### config.mk
export PLATFORM = sky130hd
export DESIGN_NAME = midpoint_ellipse_rasterizer
export DESIGN_NICKNAME = d
export VERILOG_FILES = /design/src/mer_pkg.sv /design/src/mer_front.sv /design/src/mer_mul.sv /design/src/mer_back.sv /design/src/midpoint_ellipse_rasterizer.sv
export SDC_FILE = /design/constraint.sdc
export NUM_CORES = 2
export LEC_CHECK = 0
export BUFFER_PORTS_ARGS = -buffer_cell sky130_fd_sc_hd__buf_2
export CELL_PAD_IN_SITES_DETAIL_PLACEMENT = 1
export CELL_PAD_IN_SITES_GLOBAL_PLACEMENT = 2
export CORE_UTILIZATION = 42
export DETAILED_ROUTE_END_ITERATION = 7
export GPL_ROUTABILITY_DRIVEN = 0
export PLACE_DENSITY = 0.92
export SYNTH_ARGS = -nofsm -noshare
export SYNTH_HDL_FRONTEND = slang
export SYNTH_HIERARCHICAL = 1
export SYNTH_SLANG_ARGS = --single-unit
### constraint.sdc
create_clock -name clock -period 11.8 [get_ports clock]
set_input_delay 2.36 -clock clock [delete_from_list [all_inputs] [get_ports clock]]
set_output_delay 2.36 -clock clock [all_outputs]
set_load 0.01 [all_outputs]
### src/mer_pkg.sv
package mer_pkg;

   // Width of the pixel colour carried from the start item to every pixel.
   localparam int COLOR_BITS = 24;

   // Operation codes on the input channel.
   localparam logic OP_START = 1'b0;
   localparam logic OP_STEP  = 1'b1;

   // Mirror pixel counter: the fourth pixel of a point closes the step.
   localparam logic [1:0] PIX_FIRST = 2'd0;
   localparam logic [1:0] PIX_LAST  = 2'd3;

   // Command kind after classification in the front part.
   typedef enum logic {
      CMD_START,
      CMD_STEP
   } cmd_kind_type;

   // Control group from the command queue to the back part.
   typedef struct packed {
      logic         valid;
      cmd_kind_type kind;
   } cmd_ctrl_type;

   // Back part sequencer.
   typedef enum logic [3:0] {
      ST_IDLE,
      ST_SQ_A,
      ST_SQ_B,
      ST_AB,
      ST_INIT0,
      ST_INIT1,
      ST_RC_TT,
      ST_RC_P1,
      ST_RC_YY,
      ST_RC_P2,
      ST_RC_P3,
      ST_RC_SUM,
      ST_RC_DIV,
      ST_EMIT
   } back_state_type;

endpackage

### src/mer_front.sv
module mer_front
   import mer_pkg::*;
#(
   parameter int COORD_BITS  = 11,
   parameter int RADIUS_BITS = 10
) (
   input  logic                   clock,
   input  logic                   reset,
   input  logic                   req_tvalid,
   output logic                   req_tready,
   input  logic                   req_operation,
   input  logic [COORD_BITS-1:0]  req_center_x,
   input  logic [COORD_BITS-1:0]  req_center_y,
   input  logic [RADIUS_BITS-1:0] req_radius_x,
   input  logic [RADIUS_BITS-1:0] req_radius_y,
   input  logic [COLOR_BITS-1:0]  req_color,
   output cmd_ctrl_type           cmd_ctrl,
   input  logic                   cmd_ready,
   output logic [COORD_BITS-1:0]  cmd_center_x,
   output logic [COORD_BITS-1:0]  cmd_center_y,
   output logic [RADIUS_BITS-1:0] cmd_radius_x,
   output logic [RADIUS_BITS-1:0] cmd_radius_y,
   output logic [COLOR_BITS-1:0]  cmd_color
);

   localparam logic [1:0] QUEUE_EMPTY = 2'd0;
   localparam logic [1:0] QUEUE_FULL  = 2'd2;

   logic [1:0]             count_ff, count_in;
   logic                   wr_ptr_ff, wr_ptr_in;
   logic                   rd_ptr_ff, rd_ptr_in;
   cmd_kind_type           kind_ff [2];
   logic [COORD_BITS-1:0]  cx_ff [2];
   logic [COORD_BITS-1:0]  cy_ff [2];
   logic [RADIUS_BITS-1:0] rx_ff [2];
   logic [RADIUS_BITS-1:0] ry_ff [2];
   logic [COLOR_BITS-1:0]  color_ff [2];
   cmd_kind_type           kind_in;
   logic                   push;
   logic                   pop;

   // Classify the incoming item.
   assign kind_in = (req_operation == OP_START) ? CMD_START : CMD_STEP;

   assign req_tready = (count_ff != QUEUE_FULL);
   assign push       = req_tvalid && req_tready;
   assign pop        = cmd_ctrl.valid && cmd_ready;

   // Head of the queue towards the back part.
   assign cmd_ctrl.valid = (count_ff != QUEUE_EMPTY);
   assign cmd_ctrl.kind  = kind_ff[rd_ptr_ff];
   assign cmd_center_x   = cx_ff[rd_ptr_ff];
   assign cmd_center_y   = cy_ff[rd_ptr_ff];
   assign cmd_radius_x   = rx_ff[rd_ptr_ff];
   assign cmd_radius_y   = ry_ff[rd_ptr_ff];
   assign cmd_color      = color_ff[rd_ptr_ff];

   // Pointer and fill count update.
   always_comb begin
      wr_ptr_in = push ? ~wr_ptr_ff : wr_ptr_ff;
      rd_ptr_in = pop ? ~rd_ptr_ff : rd_ptr_ff;
      case ({push, pop})
         2'b10:   count_in = count_ff + 2'd1;
         2'b01:   count_in = count_ff - 2'd1;
         default: count_in = count_ff;
      endcase
   end

   always_ff @(posedge clock) begin
      if (reset) begin
         count_ff  <= QUEUE_EMPTY;
         wr_ptr_ff <= 1'b0;
         rd_ptr_ff <= 1'b0;
      end else begin
         count_ff  <= count_in;
         wr_ptr_ff <= wr_ptr_in;
         rd_ptr_ff <= rd_ptr_in;
      end
   end

   // Queue storage, written at the tail.
   always_ff @(posedge clock) begin
      if (push) begin
         kind_ff[wr_ptr_ff]  <= kind_in;
         cx_ff[wr_ptr_ff]    <= req_center_x;
         cy_ff[wr_ptr_ff]    <= req_center_y;
         rx_ff[wr_ptr_ff]    <= req_radius_x;
         ry_ff[wr_ptr_ff]    <= req_radius_y;
         color_ff[wr_ptr_ff] <= req_color;
      end
   end

endmodule

### src/mer_mul.sv
module mer_mul #(
   parameter int A_BITS = 20,
   parameter int B_BITS = 24
) (
   input  logic                     clock,
   input  logic [A_BITS-1:0]        op_a,
   input  logic [B_BITS-1:0]        op_b,
   output logic [A_BITS+B_BITS-1:0] prod_ff
);

   localparam int P_BITS = A_BITS + B_BITS;

   logic [P_BITS-1:0] prod_in;

   // Unsigned product, registered for use in the following cycle.
   assign prod_in = P_BITS'(op_a) * P_BITS'(op_b);

   always_ff @(posedge clock) begin
      prod_ff <= prod_in;
   end

endmodule

### src/mer_back.sv
module mer_back
   import mer_pkg::*;
#(
   parameter int COORD_BITS  = 11,
   parameter int RADIUS_BITS = 10
) (
   input  logic                    clock,
   input  logic                    reset,
   input  cmd_ctrl_type            cmd_ctrl,
   output logic                    cmd_ready,
   input  logic [COORD_BITS-1:0]   cmd_center_x,
   input  logic [COORD_BITS-1:0]   cmd_center_y,
   input  logic [RADIUS_BITS-1:0]  cmd_radius_x,
   input  logic [RADIUS_BITS-1:0]  cmd_radius_y,
   input  logic [COLOR_BITS-1:0]   cmd_color,
   output logic                    pix_valid,
   input  logic                    pix_ready,
   output logic [COORD_BITS+1:0]   pix_x,
   output logic [COORD_BITS+1:0]   pix_y,
   output logic [COLOR_BITS-1:0]   pix_color,
   output logic                    pix_last,
   output logic                    pix_done
);

   localparam int R  = RADIUS_BITS;
   localparam int C  = COORD_BITS;
   localparam int OW = R + 1;          // point offsets
   localparam int SQ = 2 * R;          // squared semi-axes
   localparam int KW = 2 * R + 2;      // doubled and tripled squares
   localparam int GW = 3 * R + 4;      // gradients 2b^2x and 2a^2y
   localparam int DW = 4 * R + 8;      // decision variable
   localparam int MA = 2 * R;
   localparam int MB = 2 * R + 4;
   localparam int MP = MA + MB;
   localparam int PW = C + 2;
   localparam int EW = (PW > R + 2) ? PW : R + 2;

   back_state_type           state_ff, state_in;
   logic [1:0]               idx_ff, idx_in;
   logic                     active_ff, active_in;
   logic                     region_two_ff, region_two_in;
   logic [C-1:0]             center_col_ff, center_col_in;
   logic [C-1:0]             center_row_ff, center_row_in;
   logic [COLOR_BITS-1:0]    color_ff, color_in;
   logic [R-1:0]             rad_a_ff, rad_a_in;
   logic [R-1:0]             rad_b_ff, rad_b_in;
   logic [SQ-1:0]            a2_ff, a2_in;
   logic [SQ-1:0]            b2_ff, b2_in;
   logic [KW-1:0]            a2x2_ff, a2x2_in;
   logic [KW-1:0]            a2x3_ff, a2x3_in;
   logic [KW-1:0]            b2x2_ff, b2x2_in;
   logic [KW-1:0]            b2x3_ff, b2x3_in;
   logic [OW-1:0]            offset_x_ff, offset_x_in;
   logic signed [OW-1:0]     offset_y_ff, offset_y_in;
   logic signed [GW-1:0]     grad_x_ff, grad_x_in;
   logic signed [GW-1:0]     grad_y_ff, grad_y_in;
   logic signed [DW-1:0]     decision_ff, decision_in;
   logic signed [DW-1:0]     acc_ff, acc_in;
   logic                     pix_valid_ff, pix_valid_in;
   logic [PW-1:0]            pix_x_ff, pix_x_in;
   logic [PW-1:0]            pix_y_ff, pix_y_in;
   logic [COLOR_BITS-1:0]    pix_color_ff, pix_color_in;
   logic                     pix_last_ff, pix_last_in;
   logic                     pix_done_ff, pix_done_in;

   logic [MA-1:0]            mul_a;
   logic [MB-1:0]            mul_b;
   logic [MP-1:0]            mul_prod;

   logic                     out_free;
   logic                     grad_x_lt_y;
   logic                     d_neg;
   logic                     d_pos;
   logic                     y_zero;
   logic                     y_le_zero;
   logic [OW:0]              t_odd;
   logic [OW-1:0]            y_less;
   logic signed [DW-1:0]     grad_x_e;
   logic signed [DW-1:0]     grad_y_e;
   logic signed [DW-1:0]     term_val;
   logic                     term_sub;
   logic signed [DW-1:0]     acc_base;
   logic signed [DW-1:0]     acc_next;
   logic signed [DW-1:0]     rnd;
   logic [EW-1:0]            cx_e, cy_e, ox_e, oy_e;
   logic [EW-1:0]            px_full, py_full;

   mer_mul #(
      .A_BITS (MA),
      .B_BITS (MB)
   ) u_mul (
      .clock   (clock),
      .op_a    (mul_a),
      .op_b    (mul_b),
      .prod_ff (mul_prod)
   );

   // Status of the current point and decision variable.
   assign out_free    = !pix_valid_ff || pix_ready;
   assign grad_x_lt_y = grad_x_ff < grad_y_ff;
   assign d_neg       = decision_ff[DW-1];
   assign d_pos       = !d_neg && (decision_ff != '0);
   assign y_zero      = (offset_y_ff == '0);
   assign y_le_zero   = y_zero || offset_y_ff[OW-1];
   assign t_odd       = {offset_x_ff, 1'b1};
   assign y_less      = y_zero ? OW'(1) : offset_y_ff - OW'(1);
   assign grad_x_e    = {{(DW-GW){grad_x_ff[GW-1]}}, grad_x_ff};
   assign grad_y_e    = {{(DW-GW){grad_y_ff[GW-1]}}, grad_y_ff};
   assign rnd         = acc_ff + (acc_ff[DW-1] ? DW'(3) : DW'(0));

   // Mirror pixel coordinates, wrapped to the pixel width.
   assign cx_e    = {{(EW-C){1'b0}}, center_col_ff};
   assign cy_e    = {{(EW-C){1'b0}}, center_row_ff};
   assign ox_e    = {{(EW-OW){1'b0}}, offset_x_ff};
   assign oy_e    = {{(EW-OW){offset_y_ff[OW-1]}}, offset_y_ff};
   assign px_full = idx_ff[0] ? cx_e - ox_e : cx_e + ox_e;
   assign py_full = idx_ff[1] ? cy_e - oy_e : cy_e + oy_e;

   // One term of the decision update is added or subtracted for each mirror pixel sent.
   always_comb begin
      term_val = '0;
      term_sub = 1'b0;
      if (!region_two_ff) begin
         case (idx_ff)
            2'd0: term_val = grad_x_e;
            2'd1: term_val = {{(DW-KW){1'b0}}, b2x3_ff};
            2'd2: begin
               if (!d_neg) begin
                  term_val = grad_y_e;
                  term_sub = 1'b1;
               end
            end
            default: begin
               if (!d_neg) begin
                  term_val = {{(DW-KW){1'b0}}, a2x2_ff};
               end
            end
         endcase
      end else if (d_pos) begin
         case (idx_ff)
            2'd0: term_val = {{(DW-KW){1'b0}}, a2x3_ff};
            2'd1: begin
               term_val = grad_y_e;
               term_sub = 1'b1;
            end
            default: term_val = '0;
         endcase
      end else begin
         case (idx_ff)
            2'd0: term_val = grad_x_e;
            2'd1: term_val = {{(DW-KW){1'b0}}, b2x2_ff};
            2'd2: term_val = {{(DW-KW){1'b0}}, a2x3_ff};
            default: begin
               term_val = grad_y_e;
               term_sub = 1'b1;
            end
         endcase
      end
      acc_base = (idx_ff == PIX_FIRST) ? decision_ff : acc_ff;
      acc_next = term_sub ? acc_base - term_val : acc_base + term_val;
   end

   // Next state of the sequencer.
   always_comb begin
      state_in = state_ff;
      unique case (state_ff)
         ST_IDLE: begin
            if (cmd_ctrl.valid) begin
               if (cmd_ctrl.kind == CMD_START) begin
                  state_in = ST_SQ_A;
               end else if (!active_ff) begin
                  state_in = ST_IDLE;
               end else if (!region_two_ff && !grad_x_lt_y) begin
                  state_in = ST_RC_TT;
               end else begin
                  state_in = ST_EMIT;
               end
            end
         end
         ST_SQ_A:   state_in = ST_SQ_B;
         ST_SQ_B:   state_in = ST_AB;
         ST_AB:     state_in = ST_INIT0;
         ST_INIT0:  state_in = ST_INIT1;
         ST_INIT1:  state_in = ST_IDLE;
         ST_RC_TT:  state_in = ST_RC_P1;
         ST_RC_P1:  state_in = ST_RC_YY;
         ST_RC_YY:  state_in = ST_RC_P2;
         ST_RC_P2:  state_in = ST_RC_P3;
         ST_RC_P3:  state_in = ST_RC_SUM;
         ST_RC_SUM: state_in = ST_RC_DIV;
         ST_RC_DIV: state_in = ST_EMIT;
         ST_EMIT: begin
            if (out_free && idx_ff == PIX_LAST) begin
               state_in = ST_IDLE;
            end
         end
         default:   state_in = ST_IDLE;
      endcase
   end

   // Datapath and outputs for each state.
   always_comb begin
      cmd_ready     = (state_ff == ST_IDLE);
      mul_a         = '0;
      mul_b         = '0;
      idx_in        = idx_ff;
      active_in     = active_ff;
      region_two_in = region_two_ff;
      center_col_in = center_col_ff;
      center_row_in = center_row_ff;
      color_in      = color_ff;
      rad_a_in      = rad_a_ff;
      rad_b_in      = rad_b_ff;
      a2_in         = a2_ff;
      b2_in         = b2_ff;
      a2x2_in       = a2x2_ff;
      a2x3_in       = a2x3_ff;
      b2x2_in       = b2x2_ff;
      b2x3_in       = b2x3_ff;
      offset_x_in   = offset_x_ff;
      offset_y_in   = offset_y_ff;
      grad_x_in     = grad_x_ff;
      grad_y_in     = grad_y_ff;
      decision_in   = decision_ff;
      acc_in        = acc_ff;
      pix_valid_in  = pix_valid_ff && !pix_ready;
      pix_x_in      = pix_x_ff;
      pix_y_in      = pix_y_ff;
      pix_color_in  = pix_color_ff;
      pix_last_in   = pix_last_ff;
      pix_done_in   = pix_done_ff;
      unique case (state_ff)
         ST_IDLE: begin
            idx_in = PIX_FIRST;
            if (cmd_ctrl.valid && cmd_ctrl.kind == CMD_START) begin
               center_col_in = cmd_center_x;
               center_row_in = cmd_center_y;
               color_in      = cmd_color;
               rad_a_in      = cmd_radius_x;
               rad_b_in      = cmd_radius_y;
            end
         end
         // Start: a^2, b^2 and a^2*b through the shared multiplier.
         ST_SQ_A: begin
            mul_a = {{(MA-R){1'b0}}, rad_a_ff};
            mul_b = {{(MB-R){1'b0}}, rad_a_ff};
         end
         ST_SQ_B: begin
            a2_in = mul_prod[SQ-1:0];
            mul_a = {{(MA-R){1'b0}}, rad_b_ff};
            mul_b = {{(MB-R){1'b0}}, rad_b_ff};
         end
         ST_AB: begin
            b2_in = mul_prod[SQ-1:0];
            mul_a = a2_ff;
            mul_b = {{(MB-R){1'b0}}, rad_b_ff};
         end
         ST_INIT0: begin
            grad_y_in = {mul_prod[GW-2:0], 1'b0};
            acc_in    = {{(DW-SQ){1'b0}}, b2_ff} - {{(DW-MP){1'b0}}, mul_prod};
            a2x2_in   = {1'b0, a2_ff, 1'b0};
            a2x3_in   = {2'b00, a2_ff} + {1'b0, a2_ff, 1'b0};
            b2x2_in   = {1'b0, b2_ff, 1'b0};
            b2x3_in   = {2'b00, b2_ff} + {1'b0, b2_ff, 1'b0};
         end
         ST_INIT1: begin
            decision_in   = acc_ff + {{(DW-SQ+2){1'b0}}, a2_ff[SQ-1:2]};
            offset_x_in   = '0;
            offset_y_in   = {1'b0, rad_b_ff};
            grad_x_in     = '0;
            region_two_in = 1'b0;
            active_in     = 1'b1;
         end
         // Region change: b^2(2x+1)^2 + 4a^2(y-1)^2 - 4a^2b^2, then a quarter.
         ST_RC_TT: begin
            mul_a = {{(MA-OW-1){1'b0}}, t_odd};
            mul_b = {{(MB-OW-1){1'b0}}, t_odd};
         end
         ST_RC_P1: begin
            mul_a = b2_ff;
            mul_b = mul_prod[MB-1:0];
         end
         ST_RC_YY: begin
            acc_in = {{(DW-MP){1'b0}}, mul_prod};
            mul_a  = {{(MA-OW){1'b0}}, y_less};
            mul_b  = {{(MB-OW){1'b0}}, y_less};
         end
         ST_RC_P2: begin
            mul_a = a2_ff;
            mul_b = mul_prod[MB-1:0];
         end
         ST_RC_P3: begin
            acc_in = acc_ff + {{(DW-MP-2){1'b0}}, mul_prod, 2'b00};
            mul_a  = a2_ff;
            mul_b  = {{(MB-SQ){1'b0}}, b2_ff};
         end
         ST_RC_SUM: begin
            acc_in = acc_ff - {{(DW-MP-2){1'b0}}, mul_prod, 2'b00};
         end
         ST_RC_DIV: begin
            decision_in   = {{2{rnd[DW-1]}}, rnd[DW-1:2]};
            region_two_in = 1'b1;
         end
         // One mirror pixel per free output slot, update folded in.
         ST_EMIT: begin
            if (out_free) begin
               pix_valid_in = 1'b1;
               pix_x_in     = px_full[PW-1:0];
               pix_y_in     = py_full[PW-1:0];
               pix_color_in = color_ff;
               pix_last_in  = (idx_ff == PIX_LAST);
               pix_done_in  = region_two_ff && y_zero;
               idx_in       = idx_ff + 2'd1;
               acc_in       = acc_next;
               if (idx_ff == PIX_LAST) begin
                  decision_in = acc_next;
                  if (region_two_ff ? !d_pos : 1'b1) begin
                     offset_x_in = offset_x_ff + OW'(1);
                     grad_x_in   = grad_x_ff + {{(GW-KW){1'b0}}, b2x2_ff};
                  end
                  if (region_two_ff ? 1'b1 : !d_neg) begin
                     offset_y_in = offset_y_ff - OW'(1);
                     grad_y_in   = grad_y_ff - {{(GW-KW){1'b0}}, a2x2_ff};
                  end
                  if (region_two_ff && y_le_zero) begin
                     active_in = 1'b0;
                  end
               end
            end
         end
         default: begin
            idx_in = PIX_FIRST;
         end
      endcase
   end

   // Control registers.
   always_ff @(posedge clock) begin
      if (reset) begin
         state_ff      <= ST_IDLE;
         idx_ff        <= PIX_FIRST;
         active_ff     <= 1'b0;
         region_two_ff <= 1'b0;
         pix_valid_ff  <= 1'b0;
      end else begin
         state_ff      <= state_in;
         idx_ff        <= idx_in;
         active_ff     <= active_in;
         region_two_ff <= region_two_in;
         pix_valid_ff  <= pix_valid_in;
      end
   end

   // Ellipse parameters, decision variable and output payload.
   always_ff @(posedge clock) begin
      center_col_ff <= center_col_in;
      center_row_ff <= center_row_in;
      color_ff      <= color_in;
      rad_a_ff      <= rad_a_in;
      rad_b_ff      <= rad_b_in;
      a2_ff         <= a2_in;
      b2_ff         <= b2_in;
      a2x2_ff       <= a2x2_in;
      a2x3_ff       <= a2x3_in;
      b2x2_ff       <= b2x2_in;
      b2x3_ff       <= b2x3_in;
      offset_x_ff   <= offset_x_in;
      offset_y_ff   <= offset_y_in;
      grad_x_ff     <= grad_x_in;
      grad_y_ff     <= grad_y_in;
      decision_ff   <= decision_in;
      acc_ff        <= acc_in;
      pix_x_ff      <= pix_x_in;
      pix_y_ff      <= pix_y_in;
      pix_color_ff  <= pix_color_in;
      pix_last_ff   <= pix_last_in;
      pix_done_ff   <= pix_done_in;
   end

   assign pix_valid = pix_valid_ff;
   assign pix_x     = pix_x_ff;
   assign pix_y     = pix_y_ff;
   assign pix_color = pix_color_ff;
   assign pix_last  = pix_last_ff;
   assign pix_done  = pix_done_ff;

endmodule

### src/midpoint_ellipse_rasterizer.sv
// Channel   Direction  Contents
// req_      in         tuser: operation; tdata: center_x, center_y, radius_x, radius_y, color
// rsp_      out        tuser: ellipse_done; tlast: last_of_step; tdata: pixel_x, pixel_y, colour
//
// A start item occupies the back part through SQ_A, SQ_B, AB, INIT0 and INIT1 (three products
// from one multiplier). A step item is taken from the queue, then four mirror pixels go out
// through the single output register while rsp_tready is high; the step that enters region two
// first runs the region-two decision, and a step with no ellipse in progress is only dequeued.
// Reset is synchronous: the queue empties, no ellipse is active and no pixel is pending.
// rsp_tready low holds the pixel sequencer; the two-entry queue keeps accepting until full.
module midpoint_ellipse_rasterizer
   import mer_pkg::*;
#(
   parameter int COORD_BITS  = 11,
   parameter int RADIUS_BITS = 10
) (
   input  logic clock,
   input  logic reset,
   input  logic req_tvalid,
   output logic req_tready,
   // center_x, center_y, radius_x, radius_y, color, zero padding
   input  logic [((2*COORD_BITS+2*RADIUS_BITS+COLOR_BITS+7)/8)*8-1:0] req_tdata,
   // operation
   input  logic [0:0] req_tuser,
   output logic rsp_tvalid,
   input  logic rsp_tready,
   // pixel_x, pixel_y, pixel_color, zero padding
   output logic [((2*(COORD_BITS+2)+COLOR_BITS+7)/8)*8-1:0] rsp_tdata,
   output logic rsp_tlast,
   // ellipse_done
   output logic [0:0] rsp_tuser
);

   localparam int C         = COORD_BITS;
   localparam int R         = RADIUS_BITS;
   localparam int PW        = C + 2;
   localparam int OUT_BITS  = 2 * PW + COLOR_BITS;
   localparam int OUT_TDATA = ((OUT_BITS + 7) / 8) * 8;

   logic [C-1:0]          req_center_x, req_center_y;
   logic [R-1:0]          req_radius_x, req_radius_y;
   logic [COLOR_BITS-1:0] req_color;
   cmd_ctrl_type          cmd_ctrl;
   logic                  cmd_ready;
   logic [C-1:0]          cmd_center_x, cmd_center_y;
   logic [R-1:0]          cmd_radius_x, cmd_radius_y;
   logic [COLOR_BITS-1:0] cmd_color;
   logic [PW-1:0]         pix_x, pix_y;
   logic [COLOR_BITS-1:0] pix_color;
   logic                  pix_done;

   // Unpack the input item.
   assign req_center_x = req_tdata[C-1:0];
   assign req_center_y = req_tdata[2*C-1:C];
   assign req_radius_x = req_tdata[2*C+R-1:2*C];
   assign req_radius_y = req_tdata[2*C+2*R-1:2*C+R];
   assign req_color    = req_tdata[2*C+2*R+COLOR_BITS-1:2*C+2*R];

   mer_front #(
      .COORD_BITS  (COORD_BITS),
      .RADIUS_BITS (RADIUS_BITS)
   ) u_front (
      .clock         (clock),
      .reset         (reset),
      .req_tvalid    (req_tvalid),
      .req_tready    (req_tready),
      .req_operation (req_tuser[0]),
      .req_center_x  (req_center_x),
      .req_center_y  (req_center_y),
      .req_radius_x  (req_radius_x),
      .req_radius_y  (req_radius_y),
      .req_color     (req_color),
      .cmd_ctrl      (cmd_ctrl),
      .cmd_ready     (cmd_ready),
      .cmd_center_x  (cmd_center_x),
      .cmd_center_y  (cmd_center_y),
      .cmd_radius_x  (cmd_radius_x),
      .cmd_radius_y  (cmd_radius_y),
      .cmd_color     (cmd_color)
   );

   mer_back #(
      .COORD_BITS  (COORD_BITS),
      .RADIUS_BITS (RADIUS_BITS)
   ) u_back (
      .clock        (clock),
      .reset        (reset),
      .cmd_ctrl     (cmd_ctrl),
      .cmd_ready    (cmd_ready),
      .cmd_center_x (cmd_center_x),
      .cmd_center_y (cmd_center_y),
      .cmd_radius_x (cmd_radius_x),
      .cmd_radius_y (cmd_radius_y),
      .cmd_color    (cmd_color),
      .pix_valid    (rsp_tvalid),
      .pix_ready    (rsp_tready),
      .pix_x        (pix_x),
      .pix_y        (pix_y),
      .pix_color    (pix_color),
      .pix_last     (rsp_tlast),
      .pix_done     (pix_done)
   );

   assign rsp_tuser[0] = pix_done;

   // Pack the result item, padded with zeros to whole bytes.
   if (OUT_TDATA > OUT_BITS) begin : g_pad
      assign rsp_tdata = {{(OUT_TDATA-OUT_BITS){1'b0}}, pix_color, pix_y, pix_x};
   end else begin : g_nopad
      assign rsp_tdata = {pix_color, pix_y, pix_x};
   end

endmodule
# ---- Word level (Yosys, flattened, before mapping)
# Memories as Yosys holds them, arrays and structs flattened. A register that Yosys moved wholly into a read port is not among the register bits.
# Index checks and enable logic that the tools add are counted.
dict set report word_totals {
  ff_bits 419
  ramBits 134
  inputBits 77
  output_inout_bits 60
  wordCells 192
  memories 6
}
dict set report classes {
  add_sub_neg 20
  mul 1
  n_lt_le_gt_ge 1
  eq_ne 26
  mux 65
  bitwise 4
  n_reduce_logical 43
}
# name words word_bits read_ports rd_clocked_by_memory_dff wr line_no
set memory_table {}
lappend memory_table {u_front.color_ff 2 24 1 1 1 mer_front.sv:37} ;# logic [COLOR_BITS-1:0] color_ff [2];
lappend memory_table {u_front.cx_ff 2 11 1 1 1 mer_front.sv:33} ;# logic [COORD_BITS-1:0] cx_ff [2];
lappend memory_table {u_front.cy_ff 2 11 1 1 1 mer_front.sv:34} ;# logic [COORD_BITS-1:0] cy_ff [2];
lappend memory_table {u_front.rx_ff 2 10 1 1 1 mer_front.sv:35} ;# logic [RADIUS_BITS-1:0] rx_ff [2];
lappend memory_table {u_front.ry_ff 2 10 1 1 1 mer_front.sv:36} ;# logic [RADIUS_BITS-1:0] ry_ff [2];
lappend memory_table {u_front.kind_ff 2 1 1 1 1 mer_front.sv:32} ;# cmd_kind_type kind_ff [2];
# cell n
set op_table {}
lappend op_table {{case mux 48 bit (3 select lines)} 3}
lappend op_table {{2-to-1 mux 48 bit} 8}
lappend op_table {{case mux 48 bit (5 select lines)} 1}
lappend op_table {{2-to-1 mux 34 bit} 6}
lappend op_table {{case mux 24 bit (6 select lines)} 1}
lappend op_table {{case mux 34 bit (2 select lines)} 2}
lappend op_table {{case mux 20 bit (6 select lines)} 1}
lappend op_table {{adder 48 bit} 2}
lappend op_table {{case mux 48 bit (2 select lines)} 1}
lappend op_table {{2-to-1 mux 11 bit} 7}
lappend op_table {{case mux 4 bit (13 select lines)} 1}
lappend op_table {{adder 48 x 18 -> 48 bit} 1}
lappend op_table {{adder 48 x 46 -> 48 bit} 1}
lappend op_table {{nonzero test 48 bit} 1}
lappend op_table {{subtractor 48 x 46 -> 48 bit} 1}
lappend op_table {{subtractor 48 bit} 1}
lappend op_table {{subtractor 20 x 44 -> 45 bit} 1}
lappend op_table {{adder 20 x 21 -> 22 bit} 2}
lappend op_table {{multiplier 20 x 24 -> 44 bit} 1}
lappend op_table {{case mux 11 bit (2 select lines)} 2}
lappend op_table {{adder 34 x 21 -> 34 bit} 1}
lappend op_table {{< comparator 34 bit} 1}
lappend op_table {{subtractor 34 x 21 -> 34 bit} 1}
lappend op_table {{2-to-1 mux 13 bit} 2}
lappend op_table {{38 further kinds} 111}

# ---- Depth between registers and ports, before layout
dict set report depth {
  depth_word 9
  ltp_mapped 36
  depth_no_buf 34
}

# ---- By module
# Netlist, hierarchy kept.
# module instances cells_per_inst area_each_um2 seq_area_each_um2
set by_module_without_submodules {}
lappend by_module_without_submodules {mer_back 1 3792 35160.0 12912.4}
lappend by_module_without_submodules {mer_mul 1 1894 17028.8 880.8}
lappend by_module_without_submodules {mer_front 1 232 5043.6 4124.0}
lappend by_module_without_submodules {midpoint_ellipse_rasterizer 1 7 48.8 0.0}

# ---- Least setup slack after synthesis
# OpenSTA, ideal clock, no wires.
dict set report synth_timing {
  path_kind {register to register}
  start {register u_back.offset_y_ff[0]}
  end {register u_back.u_mul.prod_ff[41]}
  setup_ns 0.120
  arrival_ns 8.263
  t_required_ns 11.680
  path_slack_ns 3.417
  stages_incl_launch_ff 35
  n_path_buf 1
  period_less_slack_ns 8.383
  path_cell_list {edfxtp_1 inv_1 ha_1 nand2_1 nor3_1 nand2b_1 nor4_1 nand2b_1 nand2_1 nor2_1 a221oi_1 nand2_1 clkbuf_1 and2_1 fa_1 fa_1 inv_1 fa_1 inv_1 fa_1 inv_1 fa_1 inv_1 fa_1 inv_1 fa_1 inv_1 ha_1 nand4_1 or2_1 o311ai_2 a21oi_1 a31oi_1 a41oi_1 xnor2_1}
}
dict set report synth_between {
  elab_chain_cells 4
  elab_cells_between_ends 6
  cone_classes {add/sub (1); mul (1); mux (3); reduce/logical (1)}
}
# element line_no
set synth_lines {}
lappend synth_lines {{from (decl)} mer_back.sv:54} ;# logic signed [OW-1:0] offset_y_ff, offset_y_in;
lappend synth_lines {{from (signal assigned)} mer_back.sv:368} ;# offset_y_ff <= offset_y_in;
lappend synth_lines {{subtractor 11 x 2 -> 11 bit or zero test 11 bit (tied branches)} {mer_back.sv:106, mer_back.sv:103}}
lappend synth_lines {{2-to-1 mux 11 bit (*)} mer_back.sv:106} ;# assign y_less = y_zero ? OW'(1) : offset_y_ff - OW'(1);
lappend synth_lines {{case mux 20 bit (6 select lines) (*)} mer_back.sv:232} ;# unique case (state_ff)
lappend synth_lines {{named net u_back.mul_a[2]} mer_back.sv:66} ;# logic [MA-1:0] mul_a;
lappend synth_lines {{multiplier 20 x 24 -> 44 bit (*)} mer_mul.sv:16} ;# assign prod_in = P_BITS'(op_a) * P_BITS'(op_b);
lappend synth_lines {{named net u_back.u_mul.prod_in[41]} mer_mul.sv:13} ;# logic [P_BITS-1:0] prod_in;
lappend synth_lines {{to (signal assigned)} mer_mul.sv:19} ;# prod_ff <= prod_in;
lappend synth_lines {{to (decl)} mer_mul.sv:8} ;# output logic [A_BITS+B_BITS-1:0] prod_ff
# The timed path passes the listed nets; every way through them passes the cells marked *.
# A chain may end at the register's enable or synchronous reset.

# ---- Final worst setup path
# Same ends and word-level chain as after synthesis.

==> flow_summary.yaml <==
run_status:
  status: "complete, but fails checks"
  violations: "design-rule violations"
setup_path:
  r2r_cells: 34
  cp-start-kind: "flip-flop"
  crit_family: "adder cells"
  worstSetupPathDepth: 34
  worstReg2RegStart: "u_back/offset_y_ff[0]"
  crit_path_end_kind: "flip-flop"
  cp.arrival_ps: 10960
  endpoint: "u_back/u_mul/prod_ff[41]"
  worst-path-buf-inv: 8
  critPathSlowestCell: "nand2_1"
  cp_data_required_time_ps: 12360
  cp_max_fo: 24
  critPathLaunch: "u_back/offset_y_ff[0]"
  regToRegEndpoint: "u_back/u_mul/prod_ff[41]"
  reg2reg_setup_slack_ps: 1400
  crit_type: "flip-flop to flip-flop"
  max_stage_delay_ps: 690
pwr:
  p_leak_nw: 26.27
  seqPwrFrac_pct: 27.4
  total_power_mw: 10.90
  ir_drop_uv: 159.3
  power_frac_comb_pct: 50.5
  switching_share_pct: 41.89
  internal_power_mw: 6.335
  p_clk_share_pct: 22.1
  p_sw_mw: 4.566
  powerDensity_nw_per_um2: 174.9
yosys:
  synth_cells: 5925
  synth_area_leaders: "edfxtp_1 (29%), fa_1 (14%), ha_1 (9.6%)"
  async_flop_share_pct: 0
  ys_seq_area_share_pct: 31.28
  synth_area_per_cell_um2: 9.668
  yosysTopAreaCellShare_pct: 29.25
  synth-edff-count: 558
  synthDistinctLibCells: 107
  synth.cell_area_um2: 57280
  yosys.area.top_type: "edfxtp_1"
  ys_ff_latch: 616
  ys.flop_type: "edfxtp_1"
  synth_warnings: 6
floorplanning:
  die-area_um2: 137900
  die_h_um: 371.3
  die_w_um: 371.3
  start_util_pct: 42.28
  core_area_um2: 135500
  rows: 135
  boundaryPins: 137
layout:
  final_util_pct: 46.01
  drive_gt1_share_pct: 8.777
  final_nets: 6857
  area_growth_pct: 8.809
  mostFrequentLayoutCells: "inv_1 (621), nand2_1 (595), edfxtp_1 (558)"
  final_common_cell: "inv_1"
  finalNonFillerCells: 7787
sta:
  finalHoldViolations: 0
  tightestPinTransition_ps: 1252
  clock.fmax_mhz: 96.13
  drv_slew: 0
  min_period_over_period_pct: 88.16
  setup_violations: 0
  period_minus_slack_ps: 10400
  tns_ps: 0
  rsz0062_at_grt: "false"
  slew_headroom_pct: 15.89
  finalClockSkew_ps: 71.31
clock_tree:
  clk_path_buf_depth: 3
  cts_tree: "done"
  cts_root_buf: "clkbuf_16"
  cts_sinks: 616
  clock_latency_ps: 710
  cts_buffers: 76
  cts_resized: 0
  clkSlewWorstSetupHoldPaths_ps: 60
  postCtsSetupRepairBufs: 0
  htree_levels: 3
  ctsHoldBuffers: 0
grt:
  grt_pass1_wl_um: 287400
  grt_pass1_vias: 49330
  grt_use_total_pct: 26.92
  antenna_found_initial: 15
  grt-ovfl-total: 0
  grt_max_degree: 68
placed_design:
  numPortBuffers: 124
  place_inst: 7639
  hpwl_um: 143500
drt:
  met1_length_um: 80370
  highest_layer: "met4"
  drt_iter0_markers: 3639
  firstDrtPassIters: 8
  routed_via_density: 5.923
  met2WireLength_um: 90060
  totalWireLength_um: 187300
  wl_per_cell_um: 24.06
  met3_length_um: 11340
  drc_errors: 1
  vias: 46120
  ant_nets: 0
job:
  maxCapViolations: 0
worst_hold_path:
  hold_path_class: "flip-flop to flip-flop"
[synth_stat cells (all sizes together), types with 59 or more instances]
cell,n
inv,625
nand2,597
edfxtp,558
ha,441
fa,403
a21oi,324
nor2,306
and2,298
o21ai,285
xnor2,256
clkbuf,230
xor2,161
mux2,108
nor3,101
a21o,97
nand3,91
a222oi,62
and3,59
nand2b,59
[state kept, by name, indices dropped and copies added (netlist names), 20 cells and up, named ones only]
register              cells
u_back/grad_y_ff         33
u_back/a2x3_ff           22
u_back/b2x3_ff           22
u_back/a2_ff             20
u_back/pix_color         24
u_front/cx_ff            22
u_back/decision_ff       48
u_front/ry_ff            20
u_front/rx_ff            20
u_back/u_mul/prod_ff     44
u_back/grad_x_ff         33
u_back/acc_ff            48
u_front/color_ff         48
u_back/b2_ff             20
u_front/cy_ff            22
u_back/color_ff          24
[cell type report]
cell class                 instances  area, µm²
tap                             1781       2228
fill                           15300      73140
sequential                       616      17920
clock buffer                      91       1989
antenna                           13      32.53
clock inverter                    44      559.3
inverter                         627       2354
timing repair buffer             196       1161
multi-input combinational       4419      36080
[power groups by stage]
stage	clock [mW]	combinational (mW)	sequential, mW
floorplan	0	4.16	2.90
global placement	0	5.19	3.00
detailed placement	0	5.37	3.02
CTS	2.45	5.43	2.98
global route	2.53	6.05	3.00
finish	2.41	5.50	2.99
[through the flow]
stage	hold WS (ps)	cell area (µm²)	setup slack (ps)
finish	416.6	62330	1398
global route	422.4	62320	888.5
CTS	419.0	62290	1544
detailed placement	407.1	59750	1728
global placement	402.8	59750	1998
floorplan	400.3	57300	3417
[logic make-up after synthesis]
logic type | synth area share [%]
AO/OA/AOI/OAI | 14.79
XOR/XNOR | 6.376
adder cells (fa/ha/maj) | 23.72
buffers and inverters | 5.965
flip-flops | 31.28
multiplexers | 2.385
other | 0.006547
AND/OR/NAND/NOR | 15.48
[worst min path at each step]
stage          cells after the start                   end                start
2_1_floorplan                      0   u_back/pix_color[0]   u_back/color_ff[0]
3_3_place_gp                       0  u_back/pix_color[17]  u_back/color_ff[17]
3_5_place_dp                       0  u_back/pix_color[19]  u_back/color_ff[19]
4_1_cts                            0  u_back/pix_color[15]  u_back/color_ff[15]
5_1_grt                            0  u_back/pix_color[19]  u_back/color_ff[19]
6_report                           0  u_back/pix_color[19]  u_back/color_ff[19]
[per-layer routing]
layer,vias to the layer above,GRT usage (%)
met1,23500,35.80
met4,0,8.792
met3,302,3.336
met5,-,0
met2,1561,45.28
li1,20760,-
No activity file was read; power rests on OpenSTA's default activity.
